**src/rtl/cdt_pkg.sv**
```systemverilog
// Shared types, register indexes and command codes of the countdown timer controller.
package cdt_pkg;

  localparam int unsigned TimeW    = 16;
  localparam int unsigned TickW    = 10;
  localparam int unsigned StepW    = 14;
  localparam int unsigned LedCntW  = 3;
  localparam int unsigned ModeW    = 3;
  localparam int unsigned MaskW    = 5;
  localparam int unsigned CfgIdxW  = 3;
  localparam int unsigned CfgDataW = 16;
  localparam int unsigned TotalW   = LedCntW + StepW;

  // Number of LEDs the countdown can drive; a larger led_count is clipped to it.
  localparam logic [4:0] MaxLeds = 5'd5;

  localparam logic [TimeW-1:0] TimeMax = {TimeW{1'b1}};

  typedef enum logic [CfgIdxW-1:0] {
    REG_TICK_PERIOD  = 3'd0,
    REG_STEP_PERIOD  = 3'd1,
    REG_BLINK_PERIOD = 3'd2,
    REG_LONG_PRESS   = 3'd3,
    REG_LED_COUNT    = 3'd4
  } cdt_reg_e;

  typedef enum logic [7:0] {
    CMD_GO     = 8'h67,
    CMD_PAUSE  = 8'h70,
    CMD_RESUME = 8'h72,
    CMD_ESCAPE = 8'h65,
    CMD_SAVE   = 8'h73,
    CMD_CONFIG = 8'h63
  } cdt_cmd_e;

  // One-hot state codes; the code of each state is also its LED mask.
  typedef enum logic [MaskW-1:0] {
    MODE_START     = 5'b00001,
    MODE_COUNTDOWN = 5'b00010,
    MODE_FREEZE    = 5'b00100,
    MODE_BLINK     = 5'b01000,
    MODE_CONFIG    = 5'b10000
  } cdt_mode_e;

  typedef struct packed {
    logic [TickW-1:0]   tick_period_ms;
    logic [StepW-1:0]   step_period_ms;
    logic [TimeW-1:0]   blink_period_ms;
    logic [TimeW-1:0]   long_press_ms;
    logic [LedCntW-1:0] led_count;
  } cdt_cfg_t;

  typedef struct packed {
    logic       go_pressed;
    logic       escape_pressed;
    logic       more_pressed;
    logic       command_valid;
    logic [7:0] command_char;
  } cdt_tick_t;

  function automatic logic [ModeW-1:0] mode_index(cdt_mode_e m);
    logic [ModeW-1:0] idx;
    idx = '0;
    unique case (m)
      MODE_START:     idx = 3'd0;
      MODE_COUNTDOWN: idx = 3'd1;
      MODE_FREEZE:    idx = 3'd2;
      MODE_BLINK:     idx = 3'd3;
      MODE_CONFIG:    idx = 3'd4;
      default:        idx = 3'd0;
    endcase
    return idx;
  endfunction

  function automatic logic [TimeW-1:0] sat_add(logic [TimeW-1:0] a, logic [TickW-1:0] b);
    logic [TimeW:0] s;
    s = {1'b0, a} + {{(TimeW + 1 - TickW){1'b0}}, b};
    return s[TimeW] ? TimeMax : s[TimeW-1:0];
  endfunction

endpackage

```
**src/rtl/cdt_in_if.sv**
```systemverilog
// Input channel: one control tick per beat.
interface cdt_in_if;
  logic       valid;
  logic       ready;
  logic       go_pressed;
  logic       escape_pressed;
  logic       more_pressed;
  logic       command_valid;
  logic [7:0] command_char;

  modport source (output valid, go_pressed, escape_pressed, more_pressed, command_valid,
                  command_char, input ready);
  modport sink (input valid, go_pressed, escape_pressed, more_pressed, command_valid,
                command_char, output ready);
endinterface

```
**src/rtl/cdt_out_if.sv**
```systemverilog
// Output channel: the mode and LED mask after each tick.
interface cdt_out_if;
  logic       valid;
  logic       ready;
  logic [2:0] mode;
  logic [4:0] led_mask;

  modport source (output valid, mode, led_mask, input ready);
  modport sink (input valid, mode, led_mask, output ready);
endinterface

```
**src/rtl/cdt_cfg_regs.sv**
```systemverilog
// Configuration register file with reset values and index decode.
module cdt_cfg_regs (
  input  logic                          clk_i,
  input  logic                          rst_ni,
  input  logic                          cfg_we_i,
  input  logic [cdt_pkg::CfgIdxW-1:0]   cfg_idx_i,
  input  logic [cdt_pkg::CfgDataW-1:0]  cfg_wdata_i,
  output cdt_pkg::cdt_cfg_t             cfg_o
);

  cdt_pkg::cdt_cfg_t cfg_q, cfg_d;

  always_comb begin
    cfg_d = cfg_q;
    if (cfg_we_i) begin
      unique case (cdt_pkg::cdt_reg_e'(cfg_idx_i))
        cdt_pkg::REG_TICK_PERIOD:  cfg_d.tick_period_ms  = cfg_wdata_i[cdt_pkg::TickW-1:0];
        cdt_pkg::REG_STEP_PERIOD:  cfg_d.step_period_ms  = cfg_wdata_i[cdt_pkg::StepW-1:0];
        cdt_pkg::REG_BLINK_PERIOD: cfg_d.blink_period_ms = cfg_wdata_i;
        cdt_pkg::REG_LONG_PRESS:   cfg_d.long_press_ms   = cfg_wdata_i;
        cdt_pkg::REG_LED_COUNT:    cfg_d.led_count       = cfg_wdata_i[cdt_pkg::LedCntW-1:0];
        default: ;
      endcase
    end
  end

  always_ff @(posedge clk_i or negedge rst_ni) begin
    if (!rst_ni) begin
      cfg_q.tick_period_ms  <= 10'd50;
      cfg_q.step_period_ms  <= 14'd2000;
      cfg_q.blink_period_ms <= 16'd10000;
      cfg_q.long_press_ms   <= 16'd3000;
      cfg_q.led_count       <= 3'd5;
    end else begin
      cfg_q <= cfg_d;
    end
  end

  assign cfg_o = cfg_q;

endmodule

```
**src/rtl/cdt_core.sv**
```systemverilog
// Mode state machine with edge detection, hold timer and time-in-mode counter.
module cdt_core (
  input  logic                clk_i,
  input  logic                rst_ni,
  input  cdt_pkg::cdt_cfg_t   cfg_i,
  input  cdt_pkg::cdt_tick_t  tick_i,
  input  logic                tick_en_i,
  output cdt_pkg::cdt_mode_e  mode_next_o
);

  cdt_pkg::cdt_mode_e mode_q, mode_d;
  logic [cdt_pkg::TimeW-1:0] time_q, time_d, time_inc;
  logic [cdt_pkg::TimeW-1:0] frozen_q, frozen_d;
  logic [cdt_pkg::TimeW-1:0] hold_q, hold_d;
  logic                      hold_active_q, hold_active_d;
  logic [2:0]                prev_q, prev_d;

  logic go_edge, esc_edge, go_cmd, long_hold, timed_out, blink_done;
  logic is_go, is_pause, is_resume, is_escape, is_save, is_config;
  logic resume, pause;
  logic [cdt_pkg::LedCntW-1:0] leds;
  logic [cdt_pkg::TotalW-1:0]  total;

  always_comb begin
    is_go     = tick_i.command_valid && tick_i.command_char == cdt_pkg::CMD_GO;
    is_pause  = tick_i.command_valid && tick_i.command_char == cdt_pkg::CMD_PAUSE;
    is_resume = tick_i.command_valid && tick_i.command_char == cdt_pkg::CMD_RESUME;
    is_escape = tick_i.command_valid && tick_i.command_char == cdt_pkg::CMD_ESCAPE;
    is_save   = tick_i.command_valid && tick_i.command_char == cdt_pkg::CMD_SAVE;
    is_config = tick_i.command_valid && tick_i.command_char == cdt_pkg::CMD_CONFIG;

    go_edge  = tick_i.go_pressed && !prev_q[0];
    esc_edge = tick_i.escape_pressed && !prev_q[1];
    prev_d   = {tick_i.more_pressed, tick_i.escape_pressed, tick_i.go_pressed};

    // The hold timer starts at zero on the first held tick.
    if (tick_i.more_pressed) begin
      hold_active_d = 1'b1;
      hold_d = hold_active_q ? cdt_pkg::sat_add(hold_q, cfg_i.tick_period_ms) : '0;
    end else begin
      hold_active_d = 1'b0;
      hold_d        = '0;
    end

    time_inc = cdt_pkg::sat_add(time_q, cfg_i.tick_period_ms);

    leds = ({2'b00, cfg_i.led_count} > cdt_pkg::MaxLeds) ?
           cdt_pkg::MaxLeds[cdt_pkg::LedCntW-1:0] : cfg_i.led_count;
    total = cdt_pkg::TotalW'(leds) * cdt_pkg::TotalW'(cfg_i.step_period_ms);

    go_cmd     = go_edge || is_go;
    long_hold  = hold_d >= cfg_i.long_press_ms;
    timed_out  = {{(cdt_pkg::TotalW - cdt_pkg::TimeW){1'b0}}, time_inc} >= total;
    blink_done = time_inc >= cfg_i.blink_period_ms;

    mode_d = mode_q;
    resume = 1'b0;
    pause  = 1'b0;
    unique case (mode_q)
      cdt_pkg::MODE_START: begin
        if (go_cmd) begin
          mode_d = cdt_pkg::MODE_COUNTDOWN;
        end else if (long_hold || is_config) begin
          mode_d = cdt_pkg::MODE_CONFIG;
        end
      end
      cdt_pkg::MODE_COUNTDOWN: begin
        if (esc_edge || is_pause) begin
          pause  = 1'b1;
          mode_d = cdt_pkg::MODE_FREEZE;
        end else if (go_cmd || timed_out) begin
          mode_d = cdt_pkg::MODE_BLINK;
        end else if (long_hold || is_config) begin
          mode_d = cdt_pkg::MODE_CONFIG;
        end
      end
      cdt_pkg::MODE_FREEZE: begin
        if (esc_edge || is_resume) begin
          resume = 1'b1;
          mode_d = cdt_pkg::MODE_COUNTDOWN;
        end else if (long_hold || is_config) begin
          mode_d = cdt_pkg::MODE_CONFIG;
        end
      end
      cdt_pkg::MODE_BLINK: begin
        if (go_cmd || blink_done) begin
          mode_d = cdt_pkg::MODE_START;
        end else if (long_hold || is_config) begin
          mode_d = cdt_pkg::MODE_CONFIG;
        end
      end
      cdt_pkg::MODE_CONFIG: begin
        if (esc_edge || is_escape || long_hold || is_save) begin
          mode_d = cdt_pkg::MODE_START;
        end
      end
      default: mode_d = cdt_pkg::MODE_START;
    endcase

    frozen_d = pause ? time_inc : frozen_q;

    // Every change of mode restarts the clock, except a resume, which picks up
    // the time saved when the countdown was paused.
    if (mode_d != mode_q) begin
      time_d = resume ? frozen_q : '0;
    end else begin
      time_d = time_inc;
    end
  end

  always_ff @(posedge clk_i or negedge rst_ni) begin
    if (!rst_ni) begin
      mode_q        <= cdt_pkg::MODE_START;
      time_q        <= '0;
      frozen_q      <= '0;
      hold_q        <= '0;
      hold_active_q <= 1'b0;
      prev_q        <= '0;
    end else if (tick_en_i) begin
      mode_q        <= mode_d;
      time_q        <= time_d;
      frozen_q      <= frozen_d;
      hold_q        <= hold_d;
      hold_active_q <= hold_active_d;
      prev_q        <= prev_d;
    end
  end

  assign mode_next_o = mode_d;

endmodule

```
**src/rtl/countdown_timer_controller.sv**
```systemverilog
// Top level of the countdown timer controller: channels, configuration and result register.
//
//   channel   direction  beat contents
//   in_s      in         go, escape, more button levels; command_valid, command_char
//   out_m     out        mode (3 bits), led_mask (5 bits)
//   cfg_*     in         register index and write data, one write per cycle
//
// Each accepted tick's result appears in the result register on the next cycle; a tick can be
// accepted every cycle while no result waits unread or the waiting result is being taken.
// The state machine and its timers update in the same edge that accepts the beat.
// While a result waits unread, the input is held off and is accepted only as the result is taken.
// Reset puts the block in the start mode with all timers cleared.
module countdown_timer_controller (
  input  logic                          clk_i,
  input  logic                          rst_ni,
  input  logic                          cfg_we_i,
  input  logic [cdt_pkg::CfgIdxW-1:0]   cfg_idx_i,
  input  logic [cdt_pkg::CfgDataW-1:0]  cfg_wdata_i,
  cdt_in_if.sink                        in_s,
  cdt_out_if.source                     out_m
);

  cdt_pkg::cdt_cfg_t  cfg;
  cdt_pkg::cdt_tick_t tick;
  cdt_pkg::cdt_mode_e mode_next;

  logic                       accept;
  logic                       out_valid_q;
  logic [cdt_pkg::ModeW-1:0]  mode_q;
  logic [cdt_pkg::MaskW-1:0]  mask_q;

  assign tick.go_pressed     = in_s.go_pressed;
  assign tick.escape_pressed = in_s.escape_pressed;
  assign tick.more_pressed   = in_s.more_pressed;
  assign tick.command_valid  = in_s.command_valid;
  assign tick.command_char   = in_s.command_char;

  assign in_s.ready = !out_valid_q || out_m.ready;
  assign accept     = in_s.valid && in_s.ready;

  cdt_cfg_regs u_cfg (
    .clk_i       (clk_i),
    .rst_ni      (rst_ni),
    .cfg_we_i    (cfg_we_i),
    .cfg_idx_i   (cfg_idx_i),
    .cfg_wdata_i (cfg_wdata_i),
    .cfg_o       (cfg)
  );

  cdt_core u_core (
    .clk_i       (clk_i),
    .rst_ni      (rst_ni),
    .cfg_i       (cfg),
    .tick_i      (tick),
    .tick_en_i   (accept),
    .mode_next_o (mode_next)
  );

  always_ff @(posedge clk_i or negedge rst_ni) begin
    if (!rst_ni) begin
      out_valid_q <= 1'b0;
    end else if (accept) begin
      out_valid_q <= 1'b1;
    end else if (out_m.ready) begin
      out_valid_q <= 1'b0;
    end
  end

  // The one-hot state code doubles as the LED mask.
  always_ff @(posedge clk_i) begin
    if (accept) begin
      mode_q <= cdt_pkg::mode_index(mode_next);
      mask_q <= mode_next;
    end
  end

  assign out_m.valid    = out_valid_q;
  assign out_m.mode     = mode_q;
  assign out_m.led_mask = mask_q;

endmodule
```
**src/flat_wrapper.sv**
```systemverilog
// flat-port wrapper written by rule: the top's interface ports become plain ports
module countdown_timer_controller_flat 
  (clk_i, rst_ni, cfg_we_i, cfg_idx_i, cfg_wdata_i, in_s_valid, in_s_go_pressed, in_s_escape_pressed, in_s_more_pressed, in_s_command_valid, in_s_command_char, in_s_ready, out_m_valid, out_m_mode, out_m_led_mask, out_m_ready);
  cdt_in_if in_s_i ();
  cdt_out_if out_m_i ();
  input  logic clk_i;
  input  logic rst_ni;
  input  logic cfg_we_i;
  input  logic [cdt_pkg::CfgIdxW-1:0] cfg_idx_i;
  input  logic [cdt_pkg::CfgDataW-1:0] cfg_wdata_i;
  input wire logic [$bits(in_s_i.valid)-1:0] in_s_valid;
  input wire logic [$bits(in_s_i.go_pressed)-1:0] in_s_go_pressed;
  input wire logic [$bits(in_s_i.escape_pressed)-1:0] in_s_escape_pressed;
  input wire logic [$bits(in_s_i.more_pressed)-1:0] in_s_more_pressed;
  input wire logic [$bits(in_s_i.command_valid)-1:0] in_s_command_valid;
  input wire logic [$bits(in_s_i.command_char)-1:0] in_s_command_char;
  output wire logic [$bits(in_s_i.ready)-1:0] in_s_ready;
  output wire logic [$bits(out_m_i.valid)-1:0] out_m_valid;
  output wire logic [$bits(out_m_i.mode)-1:0] out_m_mode;
  output wire logic [$bits(out_m_i.led_mask)-1:0] out_m_led_mask;
  input wire logic [$bits(out_m_i.ready)-1:0] out_m_ready;
  assign in_s_i.valid = in_s_valid;
  assign in_s_i.go_pressed = in_s_go_pressed;
  assign in_s_i.escape_pressed = in_s_escape_pressed;
  assign in_s_i.more_pressed = in_s_more_pressed;
  assign in_s_i.command_valid = in_s_command_valid;
  assign in_s_i.command_char = in_s_command_char;
  assign in_s_ready = in_s_i.ready;
  assign out_m_valid = out_m_i.valid;
  assign out_m_mode = out_m_i.mode;
  assign out_m_led_mask = out_m_i.led_mask;
  assign out_m_i.ready = out_m_ready;
  countdown_timer_controller u_core (.clk_i(clk_i), .rst_ni(rst_ni), .cfg_we_i(cfg_we_i), .cfg_idx_i(cfg_idx_i), .cfg_wdata_i(cfg_wdata_i), .in_s(in_s_i), .out_m(out_m_i));
endmodule
```
**config.mk**
```make
export PLATFORM = sky130hd
export DESIGN_NAME = countdown_timer_controller_flat
export DESIGN_NICKNAME = d
export VERILOG_FILES = /design/src/rtl/cdt_pkg.sv /design/src/rtl/cdt_in_if.sv /design/src/rtl/cdt_out_if.sv /design/src/rtl/cdt_cfg_regs.sv /design/src/rtl/cdt_core.sv /design/src/rtl/countdown_timer_controller.sv /design/src/flat_wrapper.sv
export SDC_FILE = /design/constraint.sdc
export NUM_CORES = 1
export LEC_CHECK = 0
export BUFFER_PORTS_ARGS = -buffer_cell sky130_fd_sc_hd__buf_4
export CAP_MARGIN = 15
export CORE_MARGIN = 2
export CORE_UTILIZATION = 50
export CTS_BUF_LIST = sky130_fd_sc_hd__clkbuf_4
export DETAILED_ROUTE_END_ITERATION = 7
export GPL_TIMING_DRIVEN = 0
export PLACE_DENSITY = 0.68
export SETUP_SLACK_MARGIN = 0.1
export SLEW_MARGIN = 40
export SYNTH_ARGS = -nofsm -noshare
export SYNTH_HDL_FRONTEND = slang
export SYNTH_SLANG_ARGS = --single-unit
```
**constraint.sdc**
```tcl
create_clock -name clk_i -period 5.5 [get_ports clk_i]
set_input_delay 1.1 -clock clk_i [delete_from_list [all_inputs] [get_ports clk_i]]
set_output_delay 1.1 -clock clk_i [all_outputs]
set_load 0.03 [all_outputs]
```
==> key figures <==
Outcome
  • Status: complete, no violations

Clock network
  • Clk root buf: clkbuf_4
  • Clock slew at reported path FFs: 130 ps
  • TritonCTS clock tree: done
  • Clk buf depth: 2
  • CTS Sinks: 124
  • CTS buffer count: 17
  • Worst-Skew Late Latency: 540 ps
  • H-tree depth: 4

Floorplanning
  • Io pins: 46
  • Chip height: 135.1 microns
  • Core ar.: 0.01670 sq mm
  • Core Rows: 47
  • Die ar.: 0.01826 sq mm
  • Die Width: 135.1 microns
  • Starting Density: 0.5147

Power
  • Pwr Density: 408.7 mW/mm^2
  • Maximum vdd drop: 286.9 uV
  • Total Power: 3.974 mW
  • Leakage: 4.671 nW

Critical path
  • Reg-to-reg endpoint: u_core.u_core.time_q[4]
  • CP Data Arrival Time: 5880 ps
  • Reg2Reg Depth: 22
  • Reg-to-reg critical path startpoint: u_core.u_cfg.cfg_o[2]
  • CP max FO: 5
  • Worst setup SP type: flip-flop
  • Flop2flop setup slack: 90 ps
  • Crit. End Element: flip-flop
  • Setup Crit Path Kind: flip-flop to flip-flop
  • Required @ worst endpoint: 5960 ps

Timing
  • Worst hold margin: 479.7 ps
  • RSZ-0062 raised after global routing: true
  • Worst-Margin Slew: 722.6 ps
  • Setup WS post-layout: 85.00 ps
  • Layout Skew: 17.27 ps
  • Max-slew violation count: 0
  • Min cycle time layout: 5415 ps
  • Final setup viols: 0
  • Final period utilization: 0.9845
  • Relative slew slack: 0.5183
  • FMAX: 0.1847 GHz
  • Final hold violation count: 0

Global routing
  • Overall Global Routing Usage: 0.2420
  • First-pass GRT wire length: 34,030 microns
  • GR Overflow Total: 0
  • Vias in the first global route: 6,671
  • Initial antenna violation count: 1
  • Largest net degree at the start of global routing: 69

Route
  • Initial DRC Count: 550
  • Final wirelength: 21,200 microns
  • DR vias/cell: 5.647
  • DRC: 0
  • Detailed-route via count: 6,969
  • Drt wl/cell: 17.18 microns
  • Pre-Repair DR Iteration Count: 5
  • DRT antenna net count: 0

Synthesis
  • Syn Nets: 1,057
  • Compound-Gate Fraction of Synth Area: 0.1745
  • Avg Synthesized Cell Area: 9.323 sq um
  • Seq cells post-synth: 124
  • Post-Synth Adder-Cell Area: 0.1572
  • Yosys warnings: 0
  • Asr flop ratio synth: 0.9355
  • Ys flop type: dfrtp_1
  • Post-synthesis mux area share: 0.06914
  • Largest family of logic cells by synthesized area: compound AO/OA/AOI/OAI gates
  • Synth Area in XOR/XNOR: 0.02649
  • EDFF count, synth: 8
  • Post-Syn Instances: 922
  • Mapped Area: 0.008596 sq mm
  • Seq/Total Area, Yosys: 0.3691
  • Synth cell types: 67
  • Post-synthesis simple-gate area fraction: 0.1489

Place
  • I/O Buffers: 45
  • Placed inst area: 0.009249 sq mm
  • Hpwl dp: 16,060 microns
  • Routability cong.: 0.8874
  • DP Worst Slack: -289.3 ps

Final layout
  • Fin util: 0.5822
  • Synthesis-to-finish area growth: 13.12%
  • Most common cell after layout, fill and taps aside: nand2_1
  • Share of cells above drive strength 1: 0.2014
  • Commonest non-fill, non-tap cells in the layout: nand2_1, inv_1, dfrtp_1
  • Final nets: 1,135
  • Fin area: 0.009723 sq mm

Run
  • Max-Cap Viols: 0

Worst hold path
  • Hold Crit Class: input port to async pin
-- per-stage QoR --
stage / std cells / TNS [ps]
6_report: 1234 / 0
5_1_grt: 1234 / -3553
4_1_cts: 1223 / 0
3_5_place_dp: 1188 / -3516
3_3_place_gp: 1187 / -2424
2_1_floorplan: 922 / 0
-- how the worst max path moves through the flow --
stage / startpoint / to / slack (ps) / depth (start not counted)
2_1_floorplan: u_core.u_cfg.cfg_o[2] / u_core.u_core.time_q[12] / 520 / 22
3_3_place_gp: u_core.u_cfg.cfg_o[2] / u_core.u_core.time_q[14] / -220 / 22
3_5_place_dp: u_core.u_cfg.cfg_o[2] / u_core.u_core.time_q[14] / -290 / 22
4_1_cts: u_core.u_cfg.cfg_o[2] / u_core.u_core.time_q[0] / 120 / 22
5_1_grt: u_core.u_cfg.cfg_o[2] / u_core.u_core.time_q[4] / -220 / 22
6_report: u_core.u_cfg.cfg_o[2] / u_core.u_core.time_q[4] / 90 / 22
-- Yosys cell counts (7+ instances only) --
cell type	n	area, sq um
o21a_1	7	52.55
and2_1	19	118.9
a31oi_1	12	75.07
a21o_1	11	82.58
dfrtp_1	92	2302
a22oi_1	17	127.6
a21oi_1	38	190.2
o21ai_0	69	345.3
xor2_1	13	113.9
inv_1	94	352.8
nand4_1	7	43.79
a211oi_1	9	67.56
nand3_1	11	55.05
ha_1	84	1051
o31ai_1	7	52.55
mux2_2	51	574.3
nor2_1	53	198.9
nor3_1	13	65.06
fa_1	15	300.3
nand2_1	122	457.9
o21ai_2	11	96.34
nand2b_1	8	50.05
clkbuf_1	26	97.59
dfstp_2	24	630.6
xnor2_1	13	113.9
edfxtp_1	8	240.2
-- area by class of cell --
type / count / area (sq um)
fill: 1522 / 6978
multi-input combinational: 675 / 5054
sequential: 124 / 3173
timing repair buffer: 59 / 483.0
inverter: 95 / 356.6
tap: 220 / 275.3
clock buffer: 17 / 127.6
buffer: 28 / 126.4
clock inverter: 15 / 125.1
antenna: 1 / 2.502
-- critical path, cell delays in order, from the launching register on --
cell and delay [ps]:
dfstp_2 600, a21o_1 220, and2_4 170, fa_1 400, ha_2 200, fa_2 390
a21o_1 200, a221o_1 370, o41ai_4 390, o21bai_1 120, a21oi_1 170, xor2_1 90
ha_1 360, buf_4 130, nand4_1 100, nor4_2 150, nor2_1 60, a31o_2 300
o21ai_4 200, nor4b_4 280, o211ai_4 160, buf_6 170, o21ai_1 100
-- metal layers --
| metal | routed length [microns] | global-route usage |
|---|---|---|
| met4 | 300 | 0.07060 |
| met3 | 896 | 0.04655 |
| met2 | 9754 | 0.3869 |
| met1 | 10250 | 0.3363 |
| met5 | 0 | 0 |
-- state kept, by name (all words and copies together) (netlist names) --
name / cells
u_core.u_cfg.cfg_o: 59
u_core.u_core.time_q: 16
u_core.out_m.mode: 3
u_core.u_core.prev_q: 2
u_core.out_m.led_mask: 5
u_core.u_core.hold_q: 16
u_core.u_core.hold_active_q: 1
u_core.u_core.mode_q: 5
u_core.out_m.valid: 1
u_core.u_core.frozen_q: 16
-- cell families after synthesis --
family | count (synthesis)
simple gates | 272
compound gates | 225
flops | 124
buf+inv | 123
fa+ha+maj | 99
mux | 53
xor+xnor | 26
-- timing repair --
item                       4_1_cts  5_1_grt
setup endpoints to repair       22       23
pin swaps                        2       14
hold buffers                     0        0
hold endpoints to repair         0        0
setup buffers                    3        9
resized for setup                5       38
cloned                           0        1
-- report_power, final --
part | leakage (nW) | total (mW) | internal [mW] | switching, mW
clock | 0.147 | 0.601 | 0.223 | 0.377
combinational | 3.00 | 2.11 | 0.886 | 1.22
sequential | 1.52 | 1.27 | 1.14 | 0.127
Power figures use the tool's default switching activity.
